[config.mk]
export PLATFORM = sky130hd
export DESIGN_NAME = url_component_tokenizer
export DESIGN_NICKNAME = d
export VERILOG_FILES = /design/src/rtl/upt_pkg.sv /design/src/rtl/upt_char_class.sv /design/src/rtl/upt_parse_core.sv /design/src/rtl/url_component_tokenizer.sv
export SDC_FILE = /design/constraint.sdc
export NUM_CORES = 1
export LEC_CHECK = 0
export CAP_MARGIN = 10
export CORE_ASPECT_RATIO = 1.1
export CORE_MARGIN = 4
export CORE_UTILIZATION = 40
export DETAILED_ROUTE_END_ITERATION = 8
export DONT_BUFFER_PORTS = 1
export SETUP_SLACK_MARGIN = 0.02
export SYNTH_ARGS = -nofsm -noshare
export SYNTH_HDL_FRONTEND = slang
export SYNTH_SLANG_ARGS = --single-unit
[constraint.sdc]
create_clock -name clk -period 4.5 [get_ports clk]
set_clock_uncertainty 0.2 [all_clocks]
set_input_delay 0.9 -clock clk [delete_from_list [all_inputs] [get_ports clk]]
set_output_delay 0.9 -clock clk [all_outputs]
set_load 0.01 [all_outputs]
[src/rtl/upt_pkg.sv]
// shared types and constants for the url component tokenizer
package upt_pkg;

  // parser states
  localparam logic [3:0] ST_SCHEME   = 4'd0;
  localparam logic [3:0] ST_SLASH1   = 4'd1;
  localparam logic [3:0] ST_SLASH2   = 4'd2;
  localparam logic [3:0] ST_NAME     = 4'd3;
  localparam logic [3:0] ST_PASSWORD = 4'd4;
  localparam logic [3:0] ST_HOST     = 4'd5;
  localparam logic [3:0] ST_DIGITS   = 4'd6;
  localparam logic [3:0] ST_PORT     = 4'd7;
  localparam logic [3:0] ST_PATH     = 4'd8;
  localparam logic [3:0] ST_QUERY    = 4'd9;
  localparam logic [3:0] ST_FRAGMENT = 4'd10;
  localparam logic [3:0] ST_FAILED   = 4'd11;

  // byte kinds
  localparam logic [3:0] K_DELIM  = 4'd0;
  localparam logic [3:0] K_SCHEME = 4'd1;
  localparam logic [3:0] K_NAMEP  = 4'd2;
  localparam logic [3:0] K_USER   = 4'd3;
  localparam logic [3:0] K_PASS   = 4'd4;
  localparam logic [3:0] K_HOST   = 4'd5;
  localparam logic [3:0] K_DIGITP = 4'd6;
  localparam logic [3:0] K_PORT   = 4'd7;
  localparam logic [3:0] K_PATH   = 4'd8;
  localparam logic [3:0] K_QUERY  = 4'd9;
  localparam logic [3:0] K_FRAG   = 4'd10;

  // run resolutions
  localparam logic [1:0] NAME_NONE = 2'd0;
  localparam logic [1:0] NAME_HOST = 2'd1;
  localparam logic [1:0] NAME_USER = 2'd2;
  localparam logic [1:0] DIG_NONE  = 2'd0;
  localparam logic [1:0] DIG_PORT  = 2'd1;
  localparam logic [1:0] DIG_PASS  = 2'd2;

  // error codes
  localparam logic [3:0] ERR_NONE           = 4'd0;
  localparam logic [3:0] ERR_PENDING_DIGITS = 4'd9;

  localparam logic [15:0] PORT_MAX = 16'hFFFF;

  // characters of interest
  localparam logic [7:0] CH_PLUS    = 8'h2B;
  localparam logic [7:0] CH_MINUS   = 8'h2D;
  localparam logic [7:0] CH_DOT     = 8'h2E;
  localparam logic [7:0] CH_COLON   = 8'h3A;
  localparam logic [7:0] CH_SLASH   = 8'h2F;
  localparam logic [7:0] CH_AT      = 8'h40;
  localparam logic [7:0] CH_PERCENT = 8'h25;
  localparam logic [7:0] CH_HASH    = 8'h23;
  localparam logic [7:0] CH_QMARK   = 8'h3F;
  localparam logic [7:0] CH_LBRACK  = 8'h5B;
  localparam logic [7:0] CH_UNDER   = 8'h5F;
  localparam logic [7:0] CH_TILDE   = 8'h7E;

  localparam int unsigned OUT_TDATA_W = 40;

  typedef struct packed {
    logic digit;
    logic alnum;
    logic unres;
    logic plus;
    logic minus;
    logic dot;
    logic colon;
    logic slash;
    logic at;
    logic percent;
    logic hash;
    logic qmark;
    logic lbrack;
  } upt_cls_t;

  typedef struct packed {
    logic [3:0]  kind;
    logic [1:0]  name_is;
    logic [1:0]  digit_is;
    logic [15:0] port;
    logic [3:0]  err;
  } upt_res_t;

endpackage

[src/rtl/upt_char_class.sv]
// character classifier for one url byte
module upt_char_class
  import upt_pkg::*;
(
  input  logic [7:0] ch,
  output upt_cls_t   cls
);

  logic is_dig;
  logic is_alp;

  always_comb begin
    is_dig = ch inside {[8'h30:8'h39]};
    is_alp = (ch inside {[8'h61:8'h7A]}) || (ch inside {[8'h41:8'h5A]});
    cls.digit   = is_dig;
    cls.alnum   = is_dig || is_alp;
    cls.unres   = is_dig || is_alp || ch == CH_MINUS || ch == CH_DOT ||
                  ch == CH_UNDER || ch == CH_TILDE;
    cls.plus    = ch == CH_PLUS;
    cls.minus   = ch == CH_MINUS;
    cls.dot     = ch == CH_DOT;
    cls.colon   = ch == CH_COLON;
    cls.slash   = ch == CH_SLASH;
    cls.at      = ch == CH_AT;
    cls.percent = ch == CH_PERCENT;
    cls.hash    = ch == CH_HASH;
    cls.qmark   = ch == CH_QMARK;
    cls.lbrack  = ch == CH_LBRACK;
  end

endmodule

[src/rtl/upt_parse_core.sv]
// parser state registers and per-byte next-state logic
module upt_parse_core
  import upt_pkg::*;
(
  input  logic       clk,
  input  logic       rst_n,
  input  logic       step,
  input  logic [7:0] ch,
  input  logic       last,
  input  upt_cls_t   cls,
  output upt_res_t   res
);

  logic [3:0]  state_r, state_nxt;
  logic [3:0]  err_r, err_nxt;
  logic [15:0] port_r, port_nxt;
  logic        name_ne_r, name_ne_nxt;
  logic        dig_ne_r, dig_ne_nxt;
  logic        host_ne_r, host_ne_nxt;

  logic [19:0] port_sum;
  logic [15:0] port_add;
  logic        bad;
  logic [3:0]  kind;
  logic [1:0]  name_is;
  logic [1:0]  digit_is;

  // acc*10 + digit, saturating
  always_comb begin
    port_sum = {port_r, 3'b000} + {3'b000, port_r, 1'b0} + {16'd0, ch[3:0] - 4'h0};
    port_add = (port_sum[19:16] != 4'd0) ? PORT_MAX : port_sum[15:0];
  end

  always_comb begin
    state_nxt   = state_r;
    err_nxt     = err_r;
    port_nxt    = port_r;
    name_ne_nxt = name_ne_r;
    dig_ne_nxt  = dig_ne_r;
    host_ne_nxt = host_ne_r;
    kind        = K_DELIM;
    name_is     = NAME_NONE;
    digit_is    = DIG_NONE;
    bad         = 1'b0;

    case (state_r)
      ST_SCHEME: begin
        if (cls.alnum || cls.plus || cls.minus || cls.dot) kind = K_SCHEME;
        else if (cls.colon) state_nxt = ST_SLASH1;
        else bad = 1'b1;
      end
      ST_SLASH1: begin
        if (cls.slash) state_nxt = ST_SLASH2;
        else if (cls.alnum) begin
          kind = K_NAMEP;
          name_ne_nxt = 1'b1;
          state_nxt = ST_NAME;
        end else bad = 1'b1;
      end
      ST_SLASH2: begin
        if (cls.slash) state_nxt = ST_NAME;
        else bad = 1'b1;
      end
      ST_NAME: begin
        if (cls.unres || cls.percent) begin
          kind = K_NAMEP;
          name_ne_nxt = 1'b1;
        end else if (cls.colon) state_nxt = ST_DIGITS;
        else if (cls.at) begin
          name_is = NAME_USER;
          name_ne_nxt = 1'b0;
          host_ne_nxt = 1'b0;
          state_nxt = ST_HOST;
        end else if (cls.slash) begin
          name_is = NAME_HOST;
          name_ne_nxt = 1'b0;
          state_nxt = ST_PATH;
        end else bad = 1'b1;
      end
      ST_PASSWORD: begin
        if (cls.alnum || cls.percent) kind = K_PASS;
        else if (cls.at) begin
          host_ne_nxt = 1'b0;
          state_nxt = ST_HOST;
        end else bad = 1'b1;
      end
      ST_HOST: begin
        // ipv6 literal is not supported
        if (cls.lbrack && !host_ne_r) bad = 1'b1;
        else if (cls.unres || cls.percent) begin
          kind = K_HOST;
          host_ne_nxt = 1'b1;
        end else if (cls.colon) state_nxt = ST_PORT;
        else if (cls.slash) state_nxt = ST_PATH;
        else bad = 1'b1;
      end
      ST_DIGITS: begin
        if (cls.digit) begin
          kind = K_DIGITP;
          dig_ne_nxt = 1'b1;
          port_nxt = port_add;
        end else if (cls.slash) begin
          name_is = NAME_HOST;
          digit_is = DIG_PORT;
          name_ne_nxt = 1'b0;
          dig_ne_nxt = 1'b0;
          state_nxt = ST_PATH;
        end else if (cls.alnum || cls.percent) begin
          kind = K_PASS;
          name_is = NAME_USER;
          digit_is = DIG_PASS;
          name_ne_nxt = 1'b0;
          dig_ne_nxt = 1'b0;
          port_nxt = 16'd0;
          state_nxt = ST_PASSWORD;
        end else bad = 1'b1;
      end
      ST_PORT: begin
        if (cls.digit) begin
          kind = K_PORT;
          port_nxt = port_add;
        end else if (cls.slash) state_nxt = ST_PATH;
        else bad = 1'b1;
      end
      ST_PATH: begin
        if (cls.hash) state_nxt = ST_FRAGMENT;
        else if (cls.qmark) state_nxt = ST_QUERY;
        else kind = K_PATH;
      end
      ST_QUERY: begin
        if (cls.hash) state_nxt = ST_FRAGMENT;
        else if (!cls.qmark) kind = K_QUERY;
      end
      ST_FRAGMENT: begin
        kind = K_FRAG;
      end
      default: begin
        state_nxt = ST_FAILED;
      end
    endcase

    if (bad) begin
      err_nxt = state_r + 4'd1;
      state_nxt = ST_FAILED;
      kind = K_DELIM;
    end

    // end of url settles what is still open
    if (last && err_nxt == ERR_NONE) begin
      if (state_nxt == ST_DIGITS && dig_ne_nxt) err_nxt = ERR_PENDING_DIGITS;
      else if ((state_nxt == ST_NAME || state_nxt == ST_DIGITS) && name_ne_nxt &&
               name_is == NAME_NONE)
        name_is = NAME_HOST;
    end

    res.kind     = kind;
    res.name_is  = name_is;
    res.digit_is = digit_is;
    res.port     = port_nxt;
    res.err      = err_nxt;
  end

  always_ff @(posedge clk) begin
    if (!rst_n || (step && last)) begin
      state_r   <= ST_SCHEME;
      err_r     <= ERR_NONE;
      port_r    <= 16'd0;
      name_ne_r <= 1'b0;
      dig_ne_r  <= 1'b0;
      host_ne_r <= 1'b0;
    end else if (step) begin
      state_r   <= state_nxt;
      err_r     <= err_nxt;
      port_r    <= port_nxt;
      name_ne_r <= name_ne_nxt;
      dig_ne_r  <= dig_ne_nxt;
      host_ne_r <= host_ne_nxt;
    end
  end

  a_last_resets: assert property (@(posedge clk) disable iff (!rst_n)
    step && last |=> state_r == ST_SCHEME && err_r == ERR_NONE && port_r == 16'd0)
    else $error("parser not back to start after final byte");

  a_err_failed: assert property (@(posedge clk) disable iff (!rst_n)
    err_r != ERR_NONE |-> state_r == ST_FAILED)
    else $error("stored error outside failed state");

  a_name_run: assert property (@(posedge clk) disable iff (!rst_n)
    name_ne_r |-> state_r == ST_NAME || state_r == ST_DIGITS || state_r == ST_FAILED)
    else $error("open name run in wrong state");

  a_digit_run: assert property (@(posedge clk) disable iff (!rst_n)
    dig_ne_r |-> state_r == ST_DIGITS || state_r == ST_FAILED)
    else $error("open digit run in wrong state");

endmodule

[src/rtl/url_component_tokenizer.sv]
// url component tokenizer top level: input register, parser, result register
// a request is held in the input register until the result register frees up, then its result is registered there
// throughput: one byte per cycle while out_tready keeps draining the result register, bounded by the parser state loop
// while the result waits on out_tready the input register takes one more request
// reset: synchronous active-low rst_n empties both registers and puts the parser
// in the scheme state with no error, zero port and no open runs
module url_component_tokenizer
  import upt_pkg::*;
(
  input  logic                   clk,
  input  logic                   rst_n,
  // in_tdata: [7:0] byte_in
  input  logic                   in_tvalid,
  output logic                   in_tready,
  input  logic [7:0]             in_tdata,
  input  logic                   in_tlast,   // end_of_url
  // out_tdata: [7:0] char_out, [11:8] char_kind, [13:12] name_run_is,
  // [15:14] digit_run_is, [31:16] port_value, [35:32] error_code, [39:36] zero
  output logic                   out_tvalid,
  input  logic                   out_tready,
  output logic [OUT_TDATA_W-1:0] out_tdata,
  output logic                   out_tlast   // done_res
);

  // input register
  logic       s1_valid_r;
  logic [7:0] s1_byte_r;
  logic       s1_last_r;

  // result register
  logic       out_valid_r;
  logic [7:0] out_byte_r;
  upt_res_t   out_res_r;
  logic       out_last_r;

  logic       s2_ready;
  logic       step;
  logic       in_fire;
  upt_cls_t   cls;
  upt_res_t   res;

  // result register frees up when empty or being drained
  assign s2_ready  = !out_valid_r || out_tready;
  // parser advances when a byte sits in the input register and can move on
  assign step      = s1_valid_r && s2_ready;
  assign in_tready = !s1_valid_r || s2_ready;
  assign in_fire   = in_tvalid && in_tready;

  upt_char_class u_cls (
    .ch  (s1_byte_r),
    .cls (cls)
  );

  upt_parse_core u_core (
    .clk   (clk),
    .rst_n (rst_n),
    .step  (step),
    .ch    (s1_byte_r),
    .last  (s1_last_r),
    .cls   (cls),
    .res   (res)
  );

  always_ff @(posedge clk) begin
    if (!rst_n) begin
      s1_valid_r <= 1'b0;
    end else if (in_fire) begin
      s1_valid_r <= 1'b1;
    end else if (step) begin
      s1_valid_r <= 1'b0;
    end
  end

  always_ff @(posedge clk) begin
    if (in_fire) begin
      s1_byte_r <= in_tdata;
      s1_last_r <= in_tlast;
    end
  end

  always_ff @(posedge clk) begin
    if (!rst_n) begin
      out_valid_r <= 1'b0;
    end else if (step) begin
      out_valid_r <= 1'b1;
    end else if (out_tready) begin
      out_valid_r <= 1'b0;
    end
  end

  always_ff @(posedge clk) begin
    if (step) begin
      out_byte_r <= s1_byte_r;
      out_res_r  <= res;
      out_last_r <= s1_last_r;
    end
  end

  assign out_tvalid = out_valid_r;
  assign out_tlast  = out_last_r;
  assign out_tdata  = {4'd0, out_res_r.err, out_res_r.port, out_res_r.digit_is,
                       out_res_r.name_is, out_res_r.kind, out_byte_r};

endmodule
==> reports/qor.csv, run 1 <==
stage,metric,value,unit
status,status,finished clean,
yosys,synth_top_area_share,0.265,
timing,tns,0,ns
yosys,synth-edff-count,46,
timing,rsz0062_at_grt,no,
die,die_height,128,um
worst_setup_path,start_kind,register,
power_and_ir_drop,clock_power_share,0.433,
die,dieArea,14900,um^2
timing,fin_crit,4.19,ns
worst_setup_path,cpMaxStageDelayCell,nor4_1,
drt,wirelength,14.5,mm
worst_setup_path,crit_path_frequent_cell,ha_1,
worst_setup_path,critPathRequiredTime,4.38,ns
grt,grt_pass1_wl,22.8,mm
place,dp_hpwl,10.8,mm
yosys,synth_commonest_cells,"a21oi_1 (64), nor2_1 (49), nand2_1 (48)",
cts,clock-sinks,75,
grt,grt_max_degree,48,
yosys,synth_mux_area_frac,0.00432,
place,gp_congestion,0.933,
yosys,synth-seq-area-share,0.376,
yosys,synthSimpleGateAreaFrac,0.215,
grt,antenna_found_initial,0,
yosys,synthCells,593,
die,die_w,117,um
worst_setup_path,critPathKind,reg -> reg,
power_and_ir_drop,switching_share,0.262,
worst_setup_path,cp.buffers_inverters,0,
cts,clk_latency,0.34,ns
timing,whs,0.276,ns
timing,finalSetupViolCount,0,
yosys,synth_area,5220,um^2
yosys,synth_compound_area_frac,0.238,
cts,root_buffer,clkbuf_16,
cts,cts.path.max_buffers,2,
grt,grt_pass1_vias,4396,
power_and_ir_drop,comb_power_share,0.101,
yosys,post-synth-top-count-cell,a21oi_1,
worst_setup_path,rrSetupSlack,0.31,ns
die,core,12700,um^2
drt,drtAntennaViolNets,0,
min_path,holdCritPathClass,reg -> reg,
min_path,whs_endpoint,u_core.err_r[2]$_SDFFE_PP0P_,
drt,wl_per_cell,19.5,um
timing,fin_crit_sh,0.932,
die,rows,43,
yosys,synth_fa_ha_area_frac,0.0916,
worst_setup_path,crit_chain,"ha_1, ha_1, fa_1, a211o_1, a211oi_1, o21ai_1, o211ai_1, nand3_1, nor4_1, nor3_1, o22a_1",
timing,tightest_slew,0.873,ns
yosys,yosysWarnings,0,
timing,hold_viol_final,0,
yosys,synth-async-reset-ratio,0,
power_and_ir_drop,powerDensity,299,nW/um^2
min_path,hold_start,u_core.err_r[2]$_SDFFE_PP0P_,
power_and_ir_drop,switching_power,0.000445,W
drt,drc_errors,0,
place,postPlaceCellArea,5370,um^2
cts,clkTransAtPathRegs,0.06,ns
yosys,synth_ff_type,edfxtp_1,
yosys,synth_top_family_by_area,compound AO/OA/AOI/OAI gates,
flow_run,drv_cap,0,
worst_setup_path,rr_endpoint,out_tdata[25]$_DFFE_PP_,
timing,slew_headroom,0.411,
die,start_util,0.411,
worst_setup_path,max_stage_delay,0.59,ns
drt,drtPass1Iterations,5,
yosys,synth_cell_types,75,
timing,max_freq,238,MHz
power_and_ir_drop,peakVddDrop,0.159,mV
place,port_buffers,0,
drt,first_iter_violations,407,
power_and_ir_drop,power.internal,0.00126,W
worst_setup_path,critical_path.top_delay_family,compound AO/OA/AOI/OAI gates,
yosys,yosys-top-cells-area,"edfxtp_1 (26%), dfxtp_1 (11%), ha_1 (8.4%), a21oi_1 (6.1%), o21ai_0 (3.9%)",
finish,drive_above_1_share,0.0900,
yosys,ys_ff_latch,75,
cts,postCtsHoldBufs,0,
grt,grtUsageTotal,0.194,
grt,grt.overflow.total,0,
finish,area_growth,8.87,%
min_path,min_path_cells,2,
cts,numCtsBuffers,9,
worst_setup_path,reg2reg_depth,11,
drt,via_count,4574,
finish,nets,634,
finish,final_cell_area,5680,um^2
yosys,yosysTopAreaCell,edfxtp_1,
power_and_ir_drop,seq_power_share,0.466,
power_and_ir_drop,p_leak,2.20,nW
drt,vias_per_cell,6.13,
yosys,syn_area_per_cell,8.80,um^2
worst_setup_path,crit_fanout,8,
worst_setup_path,worstPathArrival,4.07,ns
cts,cts_tree,built,
yosys,synth_xor_area_frac,0.0269,
die,ios,56,
worst_setup_path,end_kind,register,
finish,n_antenna_cell,0,
worst_setup_path,rr_startpoint,s1_byte_r[1]$_DFFE_PP_,
timing,maxSlewViolCount,0,
cts,htreeDepth,3,
==> timing repair <==
action | in CTS | in global routing
buffers inserted | 0 | 0
endpoints found under the setup margin | 0 | 3
gates resized for setup | 0 | 1
==> worst min-delay path: stages (launching register included) <==
cell and delay (ns):
dfxtp_1 0.32, nand2_1 0.06, a21oi_1 0.05
==> power groups by stage <==
stage / registers [W] / clock network [W] / logic (W)
global placement: 0.000807 / 0 / 0.000168
CTS: 0.000793 / 0.000748 / 0.000169
detailed placement: 0.000808 / 0 / 0.000168
global route: 0.000796 / 0.000777 / 0.000190
floorplan: 0.000794 / 0 / 0.000134
finish: 0.000792 / 0.000736 / 0.000172
==> cells by family after synthesis <==
group / after synthesis
adder cells (fa/ha/maj): 37
AO/OA/AOI/OAI: 193
buffers and inverters: 58
AND/OR/NAND/NOR: 211
multiplexers: 2
flip-flops: 75
XOR/XNOR: 16
other: 1
==> registers in the layout (all words and copies together), names as in the netlist, 4 cells and up <==
| name | cells |
|---|---|
| out_tdata | 28 |
| u_core.port_r | 16 |
| out_byte_r | 8 |
| s1_byte_r | 8 |
| u_core.err_r | 4 |
| u_core.state_r | 4 |
==> stage by stage <==
stage	util	std cells	setup slack, ns	power (W)
after detailed placement	0.423	730	0.389	0.000975
final	0.447	746	0.307	0.00170
after CTS	0.447	746	0.370	0.00171
after floorplan	-	596	0.818	0.000929
after global placement	0.423	730	0.459	0.000975
after global routing	0.447	746	0.0848	0.00176
==> routing by layer <==
| metal | wire length [um] | global-route usage | vias to the layer above |
|---|---|---|---|
| met5 | 0 | 0 | - |
| met4 | 491 | 0.0796 | 0 |
| met3 | 563 | 0.0335 | 34 |
| met2 | 7250 | 0.338 | 133 |
| met1 | 6220 | 0.235 | 2205 |
| li1 | - | - | 2202 |
==> layout make-up <==
| class | instances | area [um^2] |
|---|---|---|
| fill | 1209 | 7020 |
| multi-input combinational | 463 | 3030 |
| sequential | 75 | 1960 |
| clock buffer | 9 | 225 |
| tap | 157 | 196 |
| timing repair buffer | 15 | 113 |
| clock inverter | 7 | 82.6 |
| inverter | 20 | 75.1 |
==> placed cells by master (no fill, tap or decap), types with 3 or more instances in the layout <==
cell type / netlist / final
a21oi_1: 64 / 64
nor2_1: 49 / 49
nand2_1: 48 / 48
edfxtp_1: 46 / 46
o21ai_0: 41 / 41
ha_1: 35 / 35
dfxtp_1: 29 / 29
nor3_1: 22 / 22
inv_1: 20 / 19
nand3_1: 15 / 15
buf_4: 4 / 15
a21o_1: 13 / 13
nor4_1: 12 / 12
a31oi_1: 10 / 10
and2_1: 9 / 9
clkbuf_16: 0 / 9
xnor2_1: 8 / 8
xor2_1: 8 / 7
nand4_1: 7 / 7
o21bai_1: 7 / 7
a211oi_1: 7 / 7
nor2b_1: 5 / 5
nand2b_1: 5 / 5
o211ai_1: 5 / 5
or3_1: 5 / 5
nand3b_1: 4 / 4
or2_2: 4 / 4
o31a_1: 4 / 4
conb_1: 1 / 4
and4_1: 3 / 3
o311ai_0: 3 / 3
o221ai_1: 3 / 3
a22o_1: 3 / 3
o21ai_1: 3 / 3
o21a_1: 3 / 3
o32ai_1: 3 / 3
==> how the worst max path moves through the flow <==
stage / start / end / cells past startpoint
2_1_floorplan: s1_byte_r[3]$_DFFE_PP_ / out_tdata[28]$_DFFE_PP_ / 12
3_3_place_gp: s1_byte_r[1]$_DFFE_PP_ / out_tdata[25]$_DFFE_PP_ / 11
3_5_place_dp: s1_byte_r[1]$_DFFE_PP_ / out_tdata[25]$_DFFE_PP_ / 11
4_1_cts: s1_byte_r[1]$_DFFE_PP_ / out_tdata[25]$_DFFE_PP_ / 11
5_1_grt: s1_byte_r[1]$_DFFE_PP_ / out_tdata[25]$_DFFE_PP_ / 11
6_report: s1_byte_r[1]$_DFFE_PP_ / out_tdata[25]$_DFFE_PP_ / 11
(Power assumes the default switching activity.)
==> run 2: changes to the inputs <==
GPL_TIMING_DRIVEN = 0   (was default)
==> run 2 against run 1 <==
Net effect: die area stayed put; largest cell class unchanged; via count grew 2.5%; critical path depth up 1.
==> reports/qor.csv, run 2 (synthesis gave the netlist of run 1 again) <==
stage,metric,value,unit
power_and_ir_drop,seq_power_share,0.450,
finish,fill_cells,1218,
cts,root_buffer,clkbuf_16,
finish,final_cell_area,5780,um^2
cts,clk_latency,0.34,ns
die,die_height,128,um
timing,fin_crit_sh,0.953,
finish,n_antenna_cell,0,
place,dp_hpwl,11.3,mm
drt,drc_errors,0,
finish,final_cell_mix,"a21oi_1 (64), nor2_1 (49), nand2_1 (48)",
power_and_ir_drop,clock_power_share,0.444,
worst_setup_path,critPathKind,reg -> reg,
power_and_ir_drop,power.internal,0.00127,W
grt,antenna_found_initial,0,
worst_setup_path,crit_chain,"fa_1, fa_1, a211o_1, a211oi_1, o21ai_1, o211ai_1, nand4_1, or3_1, clkbuf_1, clkbuf_2, nor3_1, nor2_1",
worst_setup_path,critical_path.top_delay_family,adder cells,
cts,cts_tree,built,
drt,wirelength,15.0,mm
worst_setup_path,cp.buffers_inverters,2,
grt,grt.overflow.total,0,
timing,max_freq,233,MHz
die,dieArea,14900,um^2
timing,tns,0,ns
grt,grt_pass1_wl,24.3,mm
worst_setup_path,end_kind,register,
power_and_ir_drop,p_leak,2.24,nW
timing,hold_viol_final,0,
worst_setup_path,crit_fanout,10,
drt,drtPass1Iterations,4,
worst_setup_path,cpMaxStageDelayCell,fa_1,
die,start_util,0.411,
timing,tightest_slew,0.717,ns
worst_setup_path,critPathRequiredTime,4.39,ns
drt,first_iter_violations,369,
power_and_ir_drop,switching_share,0.273,
power_and_ir_drop,peakVddDrop,0.142,mV
cts,cts_setup_buffers,0,
finish,area_growth,10.8,%
finish,mostFrequentLayoutCell,a21oi_1,
die,ios,56,
place,postPlaceCellArea,5460,um^2
timing,slew_headroom,0.518,
worst_setup_path,crit_path_frequent_cell,fa_1,
finish,largest_register_ffs,28,
die,core,12700,um^2
worst_setup_path,worstPathArrival,4.18,ns
worst_setup_path,start_kind,register,
drt,drtAntennaViolNets,0,
timing,rsz0062_at_grt,no,
cts,cts.path.max_buffers,2,
place,gp_congestion,0.944,
finish,drive_above_1_share,0.0848,
grt,grtUsageTotal,0.206,
drt,vias_per_cell,6.09,
status,status,finished clean,
timing,maxSlewViolCount,0,
power_and_ir_drop,powerDensity,302,nW/um^2
place,port_buffers,0,
cts,clock-sinks,75,
drt,wl_per_cell,19.5,um
die,die_w,117,um
power_and_ir_drop,switching_power,0.000477,W
grt,grt_max_degree,28,
cts,numCtsBuffers,9,
timing,fin_crit,4.29,ns
cts,clkTransAtPathRegs,0.07,ns
die,rows,43,
timing,finalSetupViolCount,0,
worst_setup_path,max_stage_delay,0.58,ns
drt,via_count,4690,
min_path,holdCritPathClass,reg -> reg,
power_and_ir_drop,comb_power_share,0.106,
flow_run,drv_cap,0,
cts,htreeDepth,3,
grt,grt_pass1_vias,4705,
finish,nets,658,
run 2: cell types whose count changed in the layout (fill, tap and decap cells not counted), moves of 3 or more:
| cell | change |
|---|---|
| buf_2 | +6 |
| buf_1 | +3 |
| clkbuf_1 | +22 |
| buf_4 | -11 |
run 2: worst register-to-register path, cell delays in order (launching register included):
cell and delay, ns:
edfxtp_1 0.54, fa_1 0.58, fa_1 0.50, a211o_1 0.31, a211oi_1 0.33, o21ai_1 0.19
o211ai_1 0.20, nand4_1 0.13, or3_1 0.31, clkbuf_1 0.20, clkbuf_2 0.25, nor3_1 0.21
nor2_1 0.09
run 2: final cells by class:
class,count,area (um^2),share of cell area
Tap cell,157,196,0.0340
Sequential cell,75,1960,0.339
Inverter,20,75.1,0.0130
Timing Repair Buffer,1,27.5,0.00476
Clock buffer,9,225,0.0390
Multi-Input combinational cell,463,3030,0.525
Clock inverter,7,87.6,0.0151
Buffer,38,175,0.0303
run 2: per-layer routing:
metal	global-route usage	share of wire	routed length, um	up-vias
met5	0	0	0	-
met4	0.0756	0.025	380	0
met3	0.0316	0.052	775	35
met2	0.359	0.51	7650	182
met1	0.256	0.41	6240	2220
li1	-	-	-	2253
run 2: final timing paths:
check                               from                      end  slack, ns  depth (start not counted)
setup / recovery  s1_byte_r[3]$_DFFE_PP_  out_tdata[28]$_DFFE_PP_       0.21                         12
hold / removal    s1_byte_r[4]$_DFFE_PP_  out_byte_r[4]$_DFFE_PP_       0.25                          0
setup reg to reg  s1_byte_r[3]$_DFFE_PP_  out_tdata[28]$_DFFE_PP_       0.21                         12
hold reg to reg   s1_byte_r[4]$_DFFE_PP_  out_byte_r[4]$_DFFE_PP_       0.25                          0
run 2: power by group through the flow:
| stage | registers (W) | clock network [W] | logic, W |
|---|---|---|---|
| 2_1_floorplan | 0.000794 | 0 | 0.000134 |
| 3_3_place_gp | 0.000802 | 0 | 0.000178 |
| 3_5_place_dp | 0.000801 | 0 | 0.000182 |
| 4_1_cts | 0.000786 | 0.000785 | 0.000183 |
| 5_1_grt | 0.000789 | 0.000817 | 0.000204 |
| 6_report | 0.000785 | 0.000774 | 0.000185 |
run 2: stage by stage:
| step | total power [W] | hold WS (ns) | util | setup slack, ns | instances |
|---|---|---|---|---|---|
| after global routing | 0.00181 | 0.273 | 0.455 | 0.0212 | 770 |
| after detailed placement | 0.000983 | 0.234 | 0.430 | 0.155 | 754 |
| after CTS | 0.00175 | 0.252 | 0.454 | 0.123 | 770 |
| after floorplan | 0.000929 | 0.221 | - | 0.818 | 596 |
| after global placement | 0.000979 | 0.226 | 0.427 | 0.192 | 753 |
| final | 0.00174 | 0.248 | 0.455 | 0.209 | 770 |
run 2: timing repair:
item,4_1_cts,5_1_grt
setup endpoints to repair,0,13
hold buffers,0,0
gates resized for setup,0,4
==> run 3: changes to the inputs <==
ABC_AREA = 1   (was default)
==> run 3 against run 2 <==
Net effect: synthesized cell count is 23% higher; sequential power rose by 5.4%; fmax grew 5.5%; non-clock buffer count decreased by 18; via count grew 4.8%; utilization is 0.37 points lower; cell area increased by 2.8%.
==> reports/qor.csv, run 3 <==
stage,metric,value,unit
place,gp_congestion,0.934,
cts,clock-sinks,75,
worst_setup_path,start_kind,register,
finish,final_cell_mix,"nand2_1 (154), inv_1 (100), nor2_1 (65)",
grt,antenna_found_initial,0,
die,die_w,118,um
worst_setup_path,critPathKind,reg -> reg,
worst_setup_path,cpMaxStageDelayCell,fa_1,
finish,n_antenna_cell,0,
finish,largest_register_ffs,28,
yosys,yosysWarnings,0,
worst_setup_path,rr_endpoint,u_core.port_r[2]$_SDFFE_PP0P_,
power_and_ir_drop,p_total,0.00205,W
worst_setup_path,worstPathArrival,4.10,ns
timing,tns,0,ns
timing,fin_crit_sh,0.904,
cts,htreeDepth,3,
cts,clk_latency,0.34,ns
yosys,syn_area_per_cell,7.35,um^2
worst_setup_path,critical_path_depth,18,
status,status,finished clean,
drt,drtAntennaViolNets,0,
cts,postCtsHoldBufs,0,
cts,numCtsBuffers,9,
cts,clkTransAtPathRegs,0.06,ns
yosys,synth-seq-area-share,0.366,
grt,grt_pass1_wl,24.4,mm
timing,maxSlewViolCount,0,
worst_setup_path,crit_fanout,10,
timing,slew_headroom,0.527,
worst_setup_path,max_stage_delay,0.60,ns
worst_setup_path,critical_path.top_delay_family,simple AND/OR/NAND/NOR gates,
finish,utilization,0.452,
timing,rsz0062_at_grt,no,
yosys,synthCells,729,
worst_setup_path,critPathRequiredTime,4.53,ns
power_and_ir_drop,seq_power_share,0.404,
worst_setup_path,crit_chain,"fa_1, fa_1, nand3_1, nand2_1, nand3_1, nand2_1, nand3_1, nand2_1, nand3_1, nand2_1, xor2_1, nor2_2, nand2_1, clkbuf_2, o21ai_0, nand2_1, o21ai_0, inv_1",
cts,cts_setup_buffers,0,
yosys,synth-async-reset-ratio,0,
drt,vias_per_cell,5.40,
power_and_ir_drop,peakVddDrop,0.182,mV
die,start_util,0.407,
yosys,synth_area,5360,um^2
grt,grt.overflow.total,0,
drt,drc_errors,0,
timing,hold_viol_final,0,
place,dp_hpwl,11.7,mm
yosys,yosys-top-cells-area,"edfxtp_1 (26%), dfxtp_1 (11%), nand2_1 (11%), ha_1 (8.2%), inv_1 (7.0%)",
min_path,min_path_cells,0,
place,port_buffers,0,
worst_setup_path,crit_start,s1_byte_r[3]$_DFFE_PP_,
drt,first_iter_violations,402,
yosys,synth_top_area_share,0.258,
yosys,synth_commonest_cells,"nand2_1 (154), inv_1 (100), nor2_1 (66)",
drt,drtPass1Iterations,6,
yosys,synth_cell_types,44,
cts,cts_tree,built,
min_path,hold_start,s1_last_r$_DFFE_PP_,
power_and_ir_drop,clock_power_share,0.414,
timing,finalSetupViolCount,0,
power_and_ir_drop,p_leak,2.91,nW
finish,area_growth,11.0,%
timing,max_freq,246,MHz
cts,root_buffer,clkbuf_16,
power_and_ir_drop,switching_share,0.287,
drt,wirelength,15.2,mm
die,dieArea,15300,um^2
timing,fin_crit,4.07,ns
power_and_ir_drop,power.internal,0.00146,W
die,ios,56,
yosys,post-synth-top-count-cell,nand2_1,
grt,grt_pass1_vias,4838,
finish,drive_above_1_share,0.0948,
power_and_ir_drop,switching_power,0.000589,W
worst_setup_path,end_kind,register,
worst_setup_path,rr_startpoint,s1_byte_r[3]$_DFFE_PP_,
power_and_ir_drop,powerDensity,345,nW/um^2
die,die_height,129,um
cts,cts.path.max_buffers,2,
worst_setup_path,cp.buffers_inverters,2,
die,rows,44,
finish,mostFrequentLayoutCell,nand2_1,
die,core,13200,um^2
yosys,ys_ff_latch,75,
finish,fill_cells,1294,
grt,grt_max_degree,33,
worst_setup_path,rrSetupSlack,0.43,ns
drt,via_count,4917,
min_path,holdCritPathClass,reg -> reg,
power_and_ir_drop,comb_power_share,0.182,
grt,grtUsageTotal,0.202,
min_path,whs_endpoint,out_tlast$_DFFE_PP_,
flow_run,drv_cap,0,
worst_setup_path,reg2reg_depth,18,
worst_setup_path,crit_path_frequent_cell,nand2_1,
yosys,synth_ff_type,edfxtp_1,
timing,tightest_slew,0.705,ns
yosys,yosysTopAreaCell,edfxtp_1,
drt,wl_per_cell,16.7,um
yosys,synth-edff-count,46,
finish,nets,794,
## run 3: worst max path at each step
stage | to
floorplan | u_core.port_r[10]$_SDFFE_PP0P_
global placement | u_core.state_r[3]$_SDFFE_PP0P_
detailed placement | u_core.port_r[3]$_SDFFE_PP0P_
CTS | u_core.port_r[2]$_SDFFE_PP0P_
global route | u_core.port_r[9]$_SDFFE_PP0P_
finish | u_core.port_r[2]$_SDFFE_PP0P_
## run 3: repair_timing
action / in CTS / in global routing
endpoints found under the setup margin: 0 / 2
resized for setup: 0 / 1
endpoints found under the hold margin: 0 / 0
## run 3: stage by stage
step | hold slack, ns | instance area (um^2) | worst slack (ns) | std cells
after floorplan | 0.226 | 5370 | 1.15 | 732
after global placement | 0.239 | 5570 | 0.407 | 893
after detailed placement | 0.246 | 5590 | 0.369 | 894
after CTS | 0.260 | 5940 | 0.306 | 910
after global routing | 0.271 | 5940 | 0.153 | 910
final | 0.261 | 5940 | 0.434 | 910
## run 3: metal layers
layer  global-route usage  vias up  share of wire  wire, um
met3               0.0319       23          0.048       723
met5                    0        -              0         0
met2                0.377      151           0.52      7940
met4               0.0779        0          0.023       355
met1                0.231     2286           0.41      6170
li1                     -     2457              -         -
## run 3: layout make-up
| class | count | area (um^2) | share of cell area |
|---|---|---|---|
| plain buffers | 20 | 101 | 0.0171 |
| clock buffers | 11 | 243 | 0.0408 |
| clock inverters | 5 | 108 | 0.0181 |
| inverters | 108 | 405 | 0.0682 |
| multi-input cells | 529 | 2900 | 0.488 |
| flip-flops and latches | 75 | 1960 | 0.330 |
| well taps | 161 | 201 | 0.0339 |
| repair buffers | 1 | 20.0 | 0.00337 |
## run 3: kinds of logic after synthesis
group | count (synthesis) | share of synthesized area
AOI/OAI and AO/OA | 150 | 0.157
xor gates and xnor gates | 11 | 0.0180
adders and majority gates | 37 | 0.0892
buffers and inverters | 128 | 0.0944
DFF | 75 | 0.366
other | 1 | 0.000700
and+or+nand+nor | 327 | 0.274
## run 3: power groups by stage
stage	Clock [W]	Combinational (W)	Sequential, W
floorplan	0	0.000279	0.000827
global placement	0	0.000361	0.000842
detailed placement	0	0.000368	0.000842
CTS	0.000863	0.000370	0.000828
global route	0.000897	0.000420	0.000831
finish	0.000849	0.000372	0.000827
## run 3: worst register-to-register path, delay by kind of cell (launching register included)
family	cells	cell delay, ns
flip-flops	1	0.57
buffers and inverters	2	0.27
XOR/XNOR	1	0.15
AO/OA/AOI/OAI	2	0.41
adder cells (fa/ha/maj)	2	1.09
AND/OR/NAND/NOR	11	1.26
